$ cat src/rtl/core/clbs_pkg.sv
// Shared types and constants for the curve lookup block.
// Used by clbs_ctrl, clbs_dp and curve_lerp_binary_search_unit.
`timescale 1ns / 1ps
package clbs_pkg;

  localparam int MaxPoints = 64;
  localparam int AddrW     = $clog2(MaxPoints);
  localparam int CountW    = 7;
  localparam int ChargeW   = 32;
  localparam int VoltW     = 24;
  localparam int DivW      = VoltW + ChargeW;
  localparam int DivCntW   = $clog2(DivW);

  localparam logic       OP_LOAD      = 1'b0;
  localparam logic       OP_QUERY     = 1'b1;
  localparam logic [1:0] STATUS_OK    = 2'd0;
  localparam logic [1:0] STATUS_BELOW = 2'd1;
  localparam logic [1:0] STATUS_ABOVE = 2'd2;

  typedef enum logic [4:0] {
    S_IDLE, S_FIRST, S_LAST, S_W1, S_W2, S_W0, S_W3, S_WCHK,
    S_BS, S_BM, S_F0, S_F1, S_F2, S_F3, S_DIV, S_MUL_LO, S_MUL_HI,
    S_SUM, S_OUT
  } state_t;

  typedef enum logic [3:0] {
    RD_ZERO, RD_LAST, RD_CUR, RD_CUR_P1, RD_CUR_M1, RD_CUR_P2,
    RD_MID, RD_SEG, RD_SEG_P1
  } rd_sel_t;

  typedef enum logic [2:0] {
    CAP_NONE, CAP_W0, CAP_W1, CAP_W2, CAP_W3, CAP_P0, CAP_P1
  } cap_sel_t;

  typedef enum logic [2:0] {
    SEG_NONE, SEG_CUR, SEG_CUR_M1, SEG_CUR_P1, SEG_LO, SEG_MID
  } seg_sel_t;

  typedef enum logic [2:0] {
    RES_NONE, RES_BELOW, RES_ABOVE, RES_V0, RES_V1, RES_INTERP
  } res_sel_t;

  typedef struct packed {
    logic     load_wr;
    logic     q_take;
    rd_sel_t  rd_sel;
    cap_sel_t cap_sel;
    seg_sel_t seg_sel;
    logic     bs_init;
    logic     bs_step;
    logic     div_start;
    logic     div_step;
    logic     mul_lo;
    logic     mul_hi;
    res_sel_t res_sel;
    logic     out_load;
  } ctrl_cmd_t;

  typedef struct packed {
    logic below;
    logic above;
    logic cur_ok;
    logic hit_cur;
    logic hit_m1;
    logic hit_p1;
    logic bs_done;
    logic bs_eq;
    logic q_eq_c0;
    logic q_eq_c1;
    logic c_bad;
    logic div_last;
    logic out_busy;
  } dp_stat_t;

endpackage

$ cat src/rtl/core/clbs_ctrl.sv
// Controller state machine: sequences breakpoint writes, memory reads, search, divide, multiply and output.
// Depends on clbs_pkg; commands clbs_dp.
`timescale 1ns / 1ps
module clbs_ctrl
  import clbs_pkg::*;
(
  input  logic       clk,
  input  logic       rst_n,
  input  logic       in_valid,
  input  logic       in_opcode,
  output logic       in_ready,
  input  dp_stat_t   stat,
  output ctrl_cmd_t  cmd
);

  state_t state_r, state_nxt;

  always_ff @(posedge clk) begin
    if (!rst_n) begin
      state_r <= S_IDLE;
    end else begin
      state_r <= state_nxt;
    end
  end

  always_comb begin
    state_nxt     = state_r;
    in_ready      = 1'b0;
    cmd.load_wr   = 1'b0;
    cmd.q_take    = 1'b0;
    cmd.rd_sel    = RD_ZERO;
    cmd.cap_sel   = CAP_NONE;
    cmd.seg_sel   = SEG_NONE;
    cmd.bs_init   = 1'b0;
    cmd.bs_step   = 1'b0;
    cmd.div_start = 1'b0;
    cmd.div_step  = 1'b0;
    cmd.mul_lo    = 1'b0;
    cmd.mul_hi    = 1'b0;
    cmd.res_sel   = RES_NONE;
    cmd.out_load  = 1'b0;
    unique case (state_r)
      S_IDLE: begin
        in_ready = 1'b1;
        if (in_valid) begin
          if (in_opcode == OP_LOAD) begin
            cmd.load_wr = 1'b1;
          end else begin
            cmd.q_take = 1'b1;
            cmd.rd_sel = RD_ZERO;
            state_nxt  = S_FIRST;
          end
        end
      end
      S_FIRST: begin
        if (stat.below) begin
          cmd.res_sel = RES_BELOW;
          state_nxt   = S_OUT;
        end else begin
          cmd.rd_sel = RD_LAST;
          state_nxt  = S_LAST;
        end
      end
      S_LAST: begin
        if (stat.above) begin
          cmd.res_sel = RES_ABOVE;
          state_nxt   = S_OUT;
        end else if (stat.cur_ok) begin
          cmd.rd_sel = RD_CUR;
          state_nxt  = S_W1;
        end else begin
          cmd.bs_init = 1'b1;
          state_nxt   = S_BS;
        end
      end
      // window of four charges around the cached segment
      S_W1: begin
        cmd.cap_sel = CAP_W1;
        cmd.rd_sel  = RD_CUR_P1;
        state_nxt   = S_W2;
      end
      S_W2: begin
        cmd.cap_sel = CAP_W2;
        cmd.rd_sel  = RD_CUR_M1;
        state_nxt   = S_W0;
      end
      S_W0: begin
        cmd.cap_sel = CAP_W0;
        cmd.rd_sel  = RD_CUR_P2;
        state_nxt   = S_W3;
      end
      S_W3: begin
        cmd.cap_sel = CAP_W3;
        state_nxt   = S_WCHK;
      end
      S_WCHK: begin
        if (stat.hit_cur) begin
          cmd.seg_sel = SEG_CUR;
          state_nxt   = S_F0;
        end else if (stat.hit_m1) begin
          cmd.seg_sel = SEG_CUR_M1;
          state_nxt   = S_F0;
        end else if (stat.hit_p1) begin
          cmd.seg_sel = SEG_CUR_P1;
          state_nxt   = S_F0;
        end else begin
          cmd.bs_init = 1'b1;
          state_nxt   = S_BS;
        end
      end
      S_BS: begin
        if (stat.bs_done) begin
          cmd.seg_sel = SEG_LO;
          state_nxt   = S_F0;
        end else begin
          cmd.rd_sel = RD_MID;
          state_nxt  = S_BM;
        end
      end
      S_BM: begin
        if (stat.bs_eq) begin
          cmd.seg_sel = SEG_MID;
          state_nxt   = S_F0;
        end else begin
          cmd.bs_step = 1'b1;
          state_nxt   = S_BS;
        end
      end
      S_F0: begin
        cmd.rd_sel = RD_SEG;
        state_nxt  = S_F1;
      end
      S_F1: begin
        cmd.cap_sel = CAP_P0;
        cmd.rd_sel  = RD_SEG_P1;
        state_nxt   = S_F2;
      end
      S_F2: begin
        cmd.cap_sel = CAP_P1;
        state_nxt   = S_F3;
      end
      S_F3: begin
        if (stat.q_eq_c0) begin
          cmd.res_sel = RES_V0;
          state_nxt   = S_OUT;
        end else if (stat.q_eq_c1) begin
          cmd.res_sel = RES_V1;
          state_nxt   = S_OUT;
        end else if (stat.c_bad) begin
          cmd.res_sel = RES_V0;
          state_nxt   = S_OUT;
        end else begin
          cmd.div_start = 1'b1;
          state_nxt     = S_DIV;
        end
      end
      S_DIV: begin
        cmd.div_step = 1'b1;
        if (stat.div_last) begin
          state_nxt = S_MUL_LO;
        end
      end
      S_MUL_LO: begin
        cmd.mul_lo = 1'b1;
        state_nxt  = S_MUL_HI;
      end
      S_MUL_HI: begin
        cmd.mul_hi = 1'b1;
        state_nxt  = S_SUM;
      end
      S_SUM: begin
        cmd.res_sel = RES_INTERP;
        state_nxt   = S_OUT;
      end
      S_OUT: begin
        if (!stat.out_busy) begin
          cmd.out_load = 1'b1;
          state_nxt    = S_IDLE;
        end
      end
      default: state_nxt = S_IDLE;
    endcase
  end

endmodule
$ cat config.mk
export PLATFORM = sky130hd
export DESIGN_NAME = clbs_ctrl
export DESIGN_NICKNAME = d
export VERILOG_FILES = /design/src/rtl/core/clbs_pkg.sv /design/src/rtl/core/clbs_ctrl.sv
export SDC_FILE = /design/constraint.sdc
export NUM_CORES = 1
export LEC_CHECK = 0
export BUFFER_PORTS_ARGS = -buffer_cell sky130_fd_sc_hd__clkbuf_2
export CAP_MARGIN = 20
export CORE_UTILIZATION = 49
export DETAILED_ROUTE_END_ITERATION = 10
export HOLD_SLACK_MARGIN = 0.03
export PLACE_DENSITY = 0.91
export REMOVE_ABC_BUFFERS = 1
export SKIP_LAST_GASP = 1
export SLEW_MARGIN = 20
export SYNTH_ARGS = -nofsm -noshare
export SYNTH_HDL_FRONTEND = slang
export SYNTH_SLANG_ARGS = --single-unit
$ cat constraint.sdc
create_clock -name clk -period 2.7 [get_ports clk]
set_input_delay 0.135 -clock clk [delete_from_list [all_inputs] [get_ports clk]]
set_output_delay 0.135 -clock clk [all_outputs]
set_load 0.03 [all_outputs]
After elaboration in Yosys (flattened, before gate mapping)
Index checks and enable logic that the tools add are counted.

word-level totals
  register bits after elaboration = 5
  input bits = 17
  output and inout bits = 23
  word-level logic and storage cells = 81

operators by class
  equal/unequal tests = 22
  multiplexer cells = 56
  reductions and logical operators = 2

operators by type and width
  operator                                              count
  case mux 5 bit (19 select lines)                      1
  two-way mux 5 bit                                     12
  equality test 5 x 4 -> 1 bit (second input constant)  8
  case mux 4 bit (9 select lines)                       1
  two-way mux 2 bit                                     11
  equality test 5 x 3 -> 1 bit (second input constant)  4
  two-way mux 1 bit                                     20
  case mux 3 bit (6 select lines)                       1
  equality test 5 bit (second input constant)           3
  two-way mux 3 bit                                     5
  case mux 3 bit (4 select lines)                       1
  equality test 5 x 2 -> 1 bit (second input constant)  2
  case mux 3 bit (3 select lines)                       1
  inequality test 2 bit (second input constant)         4
  two-way mux 6 bit                                     1
  equality test 5 x 1 -> 1 bit (second input constant)  1
  logical NOT 5 bit                                     1
  two-way mux 4 bit                                     1
  AND reduction 4 bit                                   1
  case mux 1 bit (2 select lines)                       1

Depth between registers and ports, before layout
Gate-level depths: netlist (run 1).

  word-level depth = 4
  depth in mapped cells = 5
  mapped depth without buffers = 4

Least setup slack after synthesis (run 1)
No wires, ideal clock.

  path type = flip-flop to output port
  start point = reg state_r[4]
  end point = out cmd[0] in the netlist's numbering
  data arrival time = 1.827 ns
  required time = 2.565 ns
  path slack = 0.738 ns
  cell stages (with the launch flop) = 5
  path buffers = 2
  cell sequence = dfxtp_1 -> buf_2 -> clkbuf_1 -> nand2_1 -> nor4_1

RTL lines
  what                    line             RTL
  from (decl)             clbs_ctrl.sv:16  state_t state_r, state_nxt;
  from (signal assigned)  clbs_ctrl.sv:22  state_r <= state_nxt;
  to (decl)               clbs_ctrl.sv:13  output ctrl_cmd_t cmd

==> metrics, run 1 <==
unrepaired setup endpoints after global routing=no; max cap viols=0; Detail Route Antenna Nets=0; max-slew violation count=0; top cell type's share of synthesized area=0.1236; Overflow after GRT=0; Worst Setup Path Type=reg -> out; Rows=14; CP Buf/Inv Count=1; biggest regs=state_r x5; leading area contributor after synthesis=dfxtp_1; I/O pin cnt=40; Least-Margin Pin Slew=around 0.76 ns; Worst-path clk slew=roughly 0.05 ns; n_diodes=0; Total GRT Usage=0.2949; DIE HEIGHT=approximately 43 microns; achievable clock frequency=about 440 MHz; Post-synth EDFFs=0; Tmin final=between 2 and 2.5 ns; met2 usage=0.4576; filler instances=128; HPWL Detailed=1887 microns; maximum VDD drop=0.8735 mV; largest net degree at the start of global routing=22; critical path required time=about 2.6 ns; Largest Register=state_r; I/O Buffers=39; worst slew margin relative to its limit=0.4910; complex-gate fraction of the synthesized area=0.3107; DRT Wirelength=roughly 2600 microns; run status=finished, final reports clean; layout cell share with drive strength beyond 1=0.3205; most used routing layer=met2; TritonCTS buffer count=3; vias post-DR=approximately 1100; Hold Slack=0.09019 ns; Mapped Area=slightly above 800 sq um; Reg2Reg Depth=4; CTS sink cnt=5; Synth Instances=between 100 and 150; Area Growth Syn to Fin=24.88%; Core Area=around 1500 sq um; Setup violations, final=0; First-pass DRT Iterations=4; via/cell ratio=approximately 6.5; Root Buffer=clkbuf_4; Initial Util=0.5312; ys flop type=dfxtp_1; post-synthesis register bit count=5; FFs w/ async S/R, synth=0; CTS tree=built; pwr dens=between 1000 and 1500 nW/um^2; H-tree depth=1; synth warn=0; first-pass GRT wire length=4077 microns; Hold Path Stages=2; die footprint=about 1800 sq um; initial antenna violation count=0; CP max stage delay=between 0.8 and 0.9 ns; Post CTS Setup Buffer Count=0; crit path cell chain=nand3b_1 > nand2b_1 > o21ai_0 > clkbuf_2; CP top delay family=flip-flops; Hold WC Path Type=in -> reg; clk_skew=between 0.002 and 0.0025 ns; critical path arrival=~2.1 ns; xor/xnor share of the synthesized area=0.02164; total stage count of the critical path=4; most frequent cells in the layout=clkbuf_2 (39), a21oi_1 (14), nor2_1 (13); Resized cells post-CTS=0; Synth Area in Adders=0; crit path capture type=output pin; Final nets=about 170; Worst setup SP type=register; vias in the first global route=approximately 910; Starting DRT DRC Count=between 80 and 90; clock latency on the worst-skew pair=0.26 ns; Synth area leaders=dfxtp_1 (12%), a21oi_1 (8.7%), nor2_1 (6.0%), nand2b_1 (5.4%), nand2_1 (4.2%); Yosys cell types=44; critical path peak fanout=21; Hold Buf Count CTS=0; Worst path slowest cell=dfxtp_1; routing usage on met3=0.05603; Final period util=0.8435; mean post-synth cell area=6.746 sq um; max FFs per register=5; Die W=approximately 43 microns; drt drc=0; main combinational cell family by area after synthesis=simple AND/OR/NAND/NOR gates; commonest non-fill, non-tap cell in the layout=clkbuf_2; Pleak=0.4369 nW; clock buffer depth=2; endpoints failing hold=0; gpl congestion=0.9929; sequential fraction of the synthesis area=0.1236; setup_tns=0 ns; met1 usage=0.3698; drt wl/cell=approximately 15 microns; multiplexer share of the synthesized area=0.02473; post-synthesis simple-gate area fraction=0.4235
==> Yosys cell counts (2+ instances only) <==
library cell	number
a21oi_1	14
nor2_1	13
nand2_1	9
nand2b_1	7
inv_1	6
buf_2	5
dfxtp_1	5
nor3_1	5
nor4_1	5
or3_1	4
o21ai_0	3
a22oi_1	2
a311oi_1	2
a31oi_1	2
buf_4	2
mux2i_1	2
nand3_1	2
nand4_1	2
nor2b_1	2
nor3b_1	2
or4_1	2
xor2_1	2
==> kinds of logic (layout without fill, tap and decap cells) <==
family | after synthesis | in the layout
buf+inv | 15 | 51
mux | 2 | 2
flops | 5 | 5
simple gates | 60 | 60
compound gates | 36 | 36
xor+xnor | 2 | 2
==> stage by stage <==
step,instance area (sq um),utilization,power [mW],instances,worst slack (ns)
floorplan,754.5,-,0.8197,111,0.4279
global placement,984.7,0.6461,1.036,168,0.7769
detailed placement,984.7,0.6461,1.053,168,0.7327
CTS,1011,0.6634,1.158,172,0.4369
global route,1011,0.6634,1.254,172,0.2558
finish,1011,0.6634,1.173,172,0.4225
==> cell type report <==
type	instances	area, sq um	area share
Clock buffer	4	26.28	0.02599
Inverter	6	22.52	0.02228
Multi-Input combinational cell	100	631.9	0.6250
Sequential cell	5	100.1	0.09901
Tap cell	16	20.02	0.01980
Timing Repair Buffer	41	210.2	0.2079
==> routing by layer <==
| metal | vias to the layer above | routed length, microns |
|---|---|---|
| li1 | 527 | - |
| met1 | 497 | 998 |
| met2 | 80 | 1218 |
| met3 | 10 | 287 |
| met4 | 0 | 94 |
| met5 | - | 0 |
==> power by group <==
part	leakage, nW	internal (mW)	switching [mW]
Sequential	0.0410	0.104	0.123
Combinational	0.381	0.288	0.562
Clock	0.0150	0.0565	0.0400
Total	0.437	0.449	0.725
==> path summary, 6_finish.rpt <==
path                                start                       to  slack (ns)
setup / recovery  state_r[1]$_SDFFE_PN0P_                  cmd[10]        0.42
hold / removal                      rst_n  state_r[1]$_SDFFE_PN0P_        0.09
setup reg to reg  state_r[1]$_SDFFE_PN0P_  state_r[3]$_SDFFE_PN0P_        0.76
hold reg to reg   state_r[4]$_SDFFE_PN0P_  state_r[4]$_SDFFE_PN0P_        0.80
(Power assumes the default switching activity.)
==> inputs of run 2 (changes only) <==
--- a/config.mk
+++ b/config.mk
@@ -7,10 +7,10 @@
 export LEC_CHECK = 0
 export BUFFER_PORTS_ARGS = -buffer_cell sky130_fd_sc_hd__clkbuf_2
 export CAP_MARGIN = 20
-export CORE_UTILIZATION = 49
+export CORE_UTILIZATION = 45
 export DETAILED_ROUTE_END_ITERATION = 10
 export HOLD_SLACK_MARGIN = 0.03
-export PLACE_DENSITY = 0.91
+export PLACE_DENSITY = 0.85
 export REMOVE_ABC_BUFFERS = 1
 export SKIP_LAST_GASP = 1
 export SLEW_MARGIN = 20
==> constraint.sdc (replaced) <==
create_clock -name clk -period 2.2 [get_ports clk]
set_input_delay 0.11 -clock clk [delete_from_list [all_inputs] [get_ports clk]]
set_output_delay 0.11 -clock clk [all_outputs]
set_load 0.03 [all_outputs]
==> run 2 against run 1 <==
Compared with the run above: register-to-register slack got worse by 0.35 ns; sequential share of layout area fell by 0.34 points; sequential cell count stayed put; cell count rose by 7.6%; non-clock buffer count up 5; critical endpoint is now cmd[20].
==> metrics, run 2 (synthesis gave the netlist of run 1 again) <==
run status=finished, final reports clean; max-slew violation count=0 (unchanged); clock buffer depth=2 (unchanged); largest net degree at the start of global routing=18 (-18%); DIE HEIGHT=44.42 microns (+4.2%); commonest non-fill, non-tap cell in the layout=clkbuf_2; share of power burned in registers=0.165 (-0.028); biggest regs=state_r x5; worst slew margin relative to its limit=0.6466 (+0.1556); Placed Area=1032 sq um (+4.8%); Hold Path Stages=2 (unchanged); Largest Register=state_r; endpoints failing hold=0 (unchanged); Die W=44.42 microns (+4.2%); filler instances=147 (+15%); clk_skew=0.005781 ns (+0.003673 ns); Final nets=179 (+2.9%); most frequent cells in the layout=clkbuf_2 (39), a21oi_1 (14), nor2_1 (13); clock share of power=0.079 (-0.003); Int Pwr=0.5945 mW (+33%); Reg2Reg Depth=4 (unchanged); post-route cell area=1060 sq um (+4.8%); Hold WC Path Type=in -> reg; first-pass GRT wire length=4291 microns (+5.2%); max cap viols=0 (unchanged); critical path startpoint=state_r[0]$_SDFFE_PN0P_; Critical Path End=cmd[20]; Area Growth Syn to Fin=30.91%; Pleak=0.4608 nW (+5.5%); via/cell ratio=5.870 (-9.4%); drt drc=0 (unchanged); Final Core Density=0.6648 (+0.001452); FF-to-FF Start=state_r[4]$_SDFFE_PN0P_; register area=101.3 sq um (+1.2%); HPWL Detailed=1974 microns (+4.6%); CTS tree=built; crit path cell chain=buf_4 > or3_1 > nor3_2 > and3_1 > clkbuf_2; maximum VDD drop=0.7224 mV (-17%); Detail Route Antenna Nets=0 (unchanged); layout cell share with drive strength beyond 1=0.3478 (+0.02731); drt wl/cell=13.55 microns (-10%); area of the multi-input gates=631.9 sq um (unchanged); switching part of the total power=0.5973 (-0.02038); critical path required time=2.09 ns (-0.48 ns); total power draw=1.476 mW (+26%); Worst setup SP type=register; Comb power frac=0.757 (+0.033); vias in the first global route=963 (+5.6%); CP max stage delay=0.46 ns (-0.35 ns); Initial Util=0.5078 (-0.02335); Least-Margin Pin Slew=0.5294 ns (-0.2331 ns); Starting DRT DRC Count=27 (-68%); gpl congestion=0.8689 (-12%); clock latency on the worst-skew pair=0.26 ns (about the same); critical path peak fanout=17 (-19%); TritonCTS buffer count=3 (unchanged); I/O pin cnt=40 (unchanged); Worst path slowest cell=or3_1; First-pass DRT Iterations=4 (unchanged); Tmin final=between 2 and 2.5 ns; Final period util=0.9125; I/O Buffers=39 (unchanged); achievable clock frequency=498.1 MHz; Setup violations, final=0 (unchanged); H-tree depth=1 (unchanged); Total GRT Usage=0.2885 (-0.006417); CTS sink cnt=5 (unchanged); pwr dens=1393 nW/um^2 (+20%); Root Buffer=clkbuf_4; R2R Setup Slk=0.41 ns (-0.35 ns); max FFs per register=5 (unchanged); Overflow after GRT=0 (unchanged); crit path capture type=output pin; critical path arrival=1.90 ns (-0.24 ns); initial antenna violation count=0 (unchanged); reg2reg end=state_r[2]$_SDFFE_PN0P_; Core Area=1594 sq um (+4.6%); die footprint=1973 sq um (+8.5%); vias post-DR=1086 (-2.5%); P_sw=0.8817 mW (+22%); unrepaired setup endpoints after global routing=no; DRT Wirelength=2506 microns (-3.6%); Rows=14 (unchanged); n_diodes=0 (unchanged); Worst-path clk slew=0.05 ns (about the same); Worst Setup Path Type=reg -> out
## run 2: cell count changes in the layout (fill, tap and decap cells not counted)
cell and delta:
buf_4 +5, dfxtp_1 -1, dfxtp_2 +1
## run 2: worst min-delay path by stage
stage	from	slack, ns	to
2_1_floorplan	rst_n	0.23	state_r[1]$_SDFFE_PN0P_
3_3_place_gp	rst_n	0.33	state_r[1]$_SDFFE_PN0P_
3_5_place_dp	rst_n	0.33	state_r[1]$_SDFFE_PN0P_
4_1_cts	rst_n	0.07	state_r[1]$_SDFFE_PN0P_
5_1_grt	rst_n	0.10	state_r[1]$_SDFFE_PN0P_
6_report	rst_n	0.07	state_r[1]$_SDFFE_PN0P_
## run 2: critical path, delay by kind of cell (launching register included)
family        cells  cell delay [ns]
simple gates      3             0.85
buf+inv           2             0.42
flops             1             0.36
## run 2: power by group through the flow
stage,combinational [mW],clock [mW],sequential [mW]
after CTS,1.11,0.118,0.240
after global routing,1.22,0.124,0.258
after floorplan,0.742,0,0.264
final,1.12,0.116,0.243
after global placement,1.09,0,0.241
after detailed placement,1.10,0,0.242
## run 2: cell type report
type / count / area share
tap: 24 / 0.02834
multi-input combinational: 100 / 0.5962
timing repair buffer: 46 / 0.2338
clock buffer: 4 / 0.02479
sequential: 5 / 0.09563
inverter: 6 / 0.02125
## run 2: per-stage QoR
| stage | setup slack, ns | instances | TNS [ns] | hold slack (ns) |
|---|---|---|---|---|
| after floorplan | -0.04707 | 111 | -0.04707 | 0.2269 |
| after global placement | 0.4542 | 181 | 0 | 0.3319 |
| after detailed placement | 0.4306 | 181 | 0 | 0.3333 |
| after CTS | 0.1464 | 185 | 0 | 0.06566 |
| after global routing | 0.05258 | 185 | 0 | 0.1037 |
| final | 0.1924 | 185 | 0 | 0.06707 |
## run 2: layer usage
metal | wire length, microns | track usage | up-vias
met5 | 0 | 0 | -
met4 | 12 | 0.1091 | 0
met3 | 180 | 0.06122 | 2
met2 | 1193 | 0.4588 | 54
met1 | 1119 | 0.3812 | 491
li1 | - | - | 539
## run 2: timing repair
| item | 4_1_cts | 5_1_grt |
|---|---|---|
| setup endpoints to repair | 0 | 3 |
| endpoints found under the hold margin | 0 | 0 |
| buffers inserted | 0 | 0 |
| gates resized for setup | 0 | 1 |
| hold buffers | 0 | 0 |
==> inputs of run 3 (changes only) <==
--- a/config.mk
+++ b/config.mk
@@ -5,12 +5,13 @@
 export SDC_FILE = /design/constraint.sdc
 export NUM_CORES = 1
 export LEC_CHECK = 0
+export ABC_AREA = 1
 export BUFFER_PORTS_ARGS = -buffer_cell sky130_fd_sc_hd__clkbuf_2
 export CAP_MARGIN = 20
-export CORE_UTILIZATION = 45
+export CORE_UTILIZATION = 42
 export DETAILED_ROUTE_END_ITERATION = 10
 export HOLD_SLACK_MARGIN = 0.03
-export PLACE_DENSITY = 0.85
+export PLACE_DENSITY = 0.84
 export REMOVE_ABC_BUFFERS = 1
 export SKIP_LAST_GASP = 1
 export SLEW_MARGIN = 20
==> run 3 against run 2 <==
Compared with the run above: sequential share of layout area up 1.6 points; cell count up 1.6%; critical path type unchanged; critical path depth up 2; global-route usage down 3.6 points; sequential cell count unchanged.
==> metrics, run 3 <==
critical path startpoint=state_r[0]$_SDFFE_PN0P_; P_sw=0.4628 mW (-48%); Total GRT Usage=0.2525 (-0.03602); HPWL Detailed=1808 microns (-8.4%); Mapped Area=664.4 sq um (-18%); Resized cells post-CTS=0 (unchanged); Worst-path clk slew=0.05 ns (about the same); Initial Util=0.4805 (-0.02731); Hold Buf Count CTS=0 (unchanged); Die W=41.77 microns (-6.0%); Setup violations, final=0 (unchanged); TritonCTS buffer count=3 (unchanged); CTS tree=built; worst slew margin relative to its limit=0.7492 (+0.1026); Tmin final=1.798 ns (-0.2100 ns); biggest regs=state_r x5; initial antenna violation count=0 (unchanged); post-synthesis simple-gate area fraction=0.5932 (+0.1697); synth warn=0 (unchanged); Largest Register=state_r; run status=finished, final reports clean; Yosys cell types=20 (-55%); ys flop type=dfxtp_1; post-synthesis register bit count=5 (unchanged); mean post-synth cell area=5.072 sq um (-25%); max FFs per register=5 (unchanged); via/cell ratio=5.282 (-10%); FF-to-FF Start=state_r[4]$_SDFFE_PN0P_; critical path peak fanout=7 (-10); Overflow after GRT=0 (unchanged); pwr dens=884.4 nW/um^2 (-37%); total power draw=0.7934 mW (-46%); layout cell share with drive strength beyond 1=0.2948 (-0.05303); unrepaired setup endpoints after global routing=no; synth cell count leaders=nand2_1 (35), nor2_1 (26), inv_1 (19), nand3_1 (14), o21ai_0 (7); vias in the first global route=846 (-12%); H-tree depth=1 (unchanged); n_diodes=0 (unchanged); first-pass GRT wire length=3450 microns (-20%); setup_tns=0 ns (unchanged); maximum VDD drop=0.6514 mV (-9.8%); xor/xnor share of the synthesized area=0 (-0.02164); Detail Route Antenna Nets=0 (unchanged); gpl congestion=0.9704 (+12%); Final nets=191 (+6.7%); top cell type's share of synthesized area=0.1977 (+0.07409); count leader, synth=nand2_1; Worst Setup Path Type=reg -> out; drt drc=0 (unchanged); CTS sink cnt=5 (unchanged); hold-critical path endpoint=state_r[4]$_SDFFE_PN0P_; Area Growth Syn to Fin=35.03%; die footprint=1745 sq um (-12%); critical path required time=2.09 ns (about the same); clock share of power=0.142 (+0.063); Hold WC Path Type=in -> reg; critical path arrival=1.69 ns (-0.21 ns); Hold Path Stages=3 (+1); vias post-DR=993 (-8.6%); Root Buffer=clkbuf_4; Comb power frac=0.650 (-0.107); clock buffer depth=2 (unchanged); share of power burned in registers=0.208 (+0.043); Final period util=0.8171 (-0.09545); main combinational cell family by area after synthesis=simple AND/OR/NAND/NOR gates; R2R Setup Slk=0.69 ns (+0.28 ns); commonest non-fill, non-tap cell in the layout=clkbuf_2; endpoints failing hold=0 (unchanged); drt wl/cell=11.31 microns (-17%); Synth area leaders=nand2_1 (20%), dfxtp_1 (15%), nor2_1 (15%), inv_1 (11%), nand3_1 (11%); First-pass DRT Iterations=4 (unchanged); achievable clock frequency=556.3 MHz (+12%); largest net degree at the start of global routing=12 (-6); complex-gate fraction of the synthesized area=0.1262 (-0.1845); clk_skew=0.009929 ns (+0.004148 ns); clock latency on the worst-skew pair=0.25 ns (about the same); Worst setup SP type=register; Least-Margin Pin Slew=0.3757 ns (-0.1537 ns); FFs w/ async S/R, synth=0 (unchanged); I/O pin cnt=40 (unchanged); Core Area=1383 sq um (-13%); multiplexer share of the synthesized area=0 (-0.02473); Synth Instances=131 (+9.2%); reg2reg end=state_r[0]$_SDFFE_PN0P_; crit path capture type=output pin; Pleak=0.5894 nW (+28%); Synth Area in Adders=0 (unchanged); DIE HEIGHT=41.77 microns (-6.0%); DRT Wirelength=2126 microns (-15%); max cap viols=0 (unchanged); Int Pwr=0.3306 mW (-44%); Rows=13 (-1); leading area contributor after synthesis=nand2_1; I/O Buffers=39 (unchanged); sequential fraction of the synthesis area=0.1507 (+0.02701); switching part of the total power=0.5833 (-0.01395); max-slew violation count=0 (unchanged); Post CTS Setup Buffer Count=0 (unchanged); Post-synth EDFFs=0 (unchanged); Reg2Reg Depth=7 (+3); Starting DRT DRC Count=29 (+7.4%); most frequent cells in the layout=clkbuf_2 (39), nand2_1 (35), nor2_1 (26); HP Start=rst_n
## run 3: changes by cell type in the layout (fill, tap and decap cells not counted), sizes merged, moves of 4 or more
cell,before,now
a21oi,14,3
or3,4,0
inv,6,21
nand2,9,35
buf,7,0
nor4,6,1
nor2,15,31
o21ai,4,8
nand2b,7,0
nand3,2,15
## run 3: cell type report
cell class,count,area (sq um)
clock buffers,4,26.28
fillers,134,485.5
inverters,21,78.83
multi-input cells,104,478.0
flip-flops and latches,5,100.1
well taps,15,18.77
repair buffers,39,195.2
## run 3: cells by family after synthesis
| kind of cell | count (synthesis) |
|---|---|
| buffers and inverters | 22 |
| flip-flops | 5 |
| AO/OA/AOI/OAI | 14 |
| AND/OR/NAND/NOR | 90 |
## run 3: layer usage
metal	vias up	share of wire	track usage
li1	508	-	-
met5	-	0	0
met4	0	0.024	0.1290
met2	40	0.47	0.4188
met1	439	0.43	0.2984
met3	6	0.073	0.06087
## run 3: worst max-delay path by stage
| stage | to | slack (ns) | cells past startpoint |
|---|---|---|---|
| after global routing | cmd[16] | 0.28 | 7 |
| after floorplan | cmd[21] | 0.44 | 5 |
| after detailed placement | cmd[16] | 0.66 | 7 |
| final | cmd[16] | 0.40 | 7 |
| after global placement | cmd[16] | 0.67 | 7 |
| after CTS | cmd[16] | 0.40 | 7 |
## run 3: power groups by stage
| stage | Combinational [mW] | Clock [mW] | Sequential, mW |
|---|---|---|---|
| finish | 0.515 | 0.113 | 0.165 |
| global route | 0.565 | 0.121 | 0.170 |
| CTS | 0.514 | 0.111 | 0.164 |
| detailed placement | 0.511 | 0 | 0.166 |
| global placement | 0.505 | 0 | 0.165 |
| floorplan | 0.384 | 0 | 0.156 |
## run 3: stage by stage
step	hold slack, ns	cells	setup slack [ns]	cell area [sq um]	utilization
6_report	0.05490	188	0.4024	897.1	0.6489
5_1_grt	0.09480	188	0.2836	897.1	0.6489
4_1_cts	0.05937	188	0.3968	897.1	0.6489
3_3_place_gp	0.3086	184	0.6723	870.8	0.6299
3_5_place_dp	0.3148	184	0.6633	870.8	0.6299
2_1_floorplan	0.2076	130	0.4366	656.9	-
## run 3: worst max-delay path, stage by stage (launching register included)
cell and delay (ns):
dfxtp_1 0.48, inv_1 0.11, nor2_2 0.17, nand2_1 0.09, nor2_1 0.15, inv_1 0.05, o2111ai_1 0.16, clkbuf_2 0.23
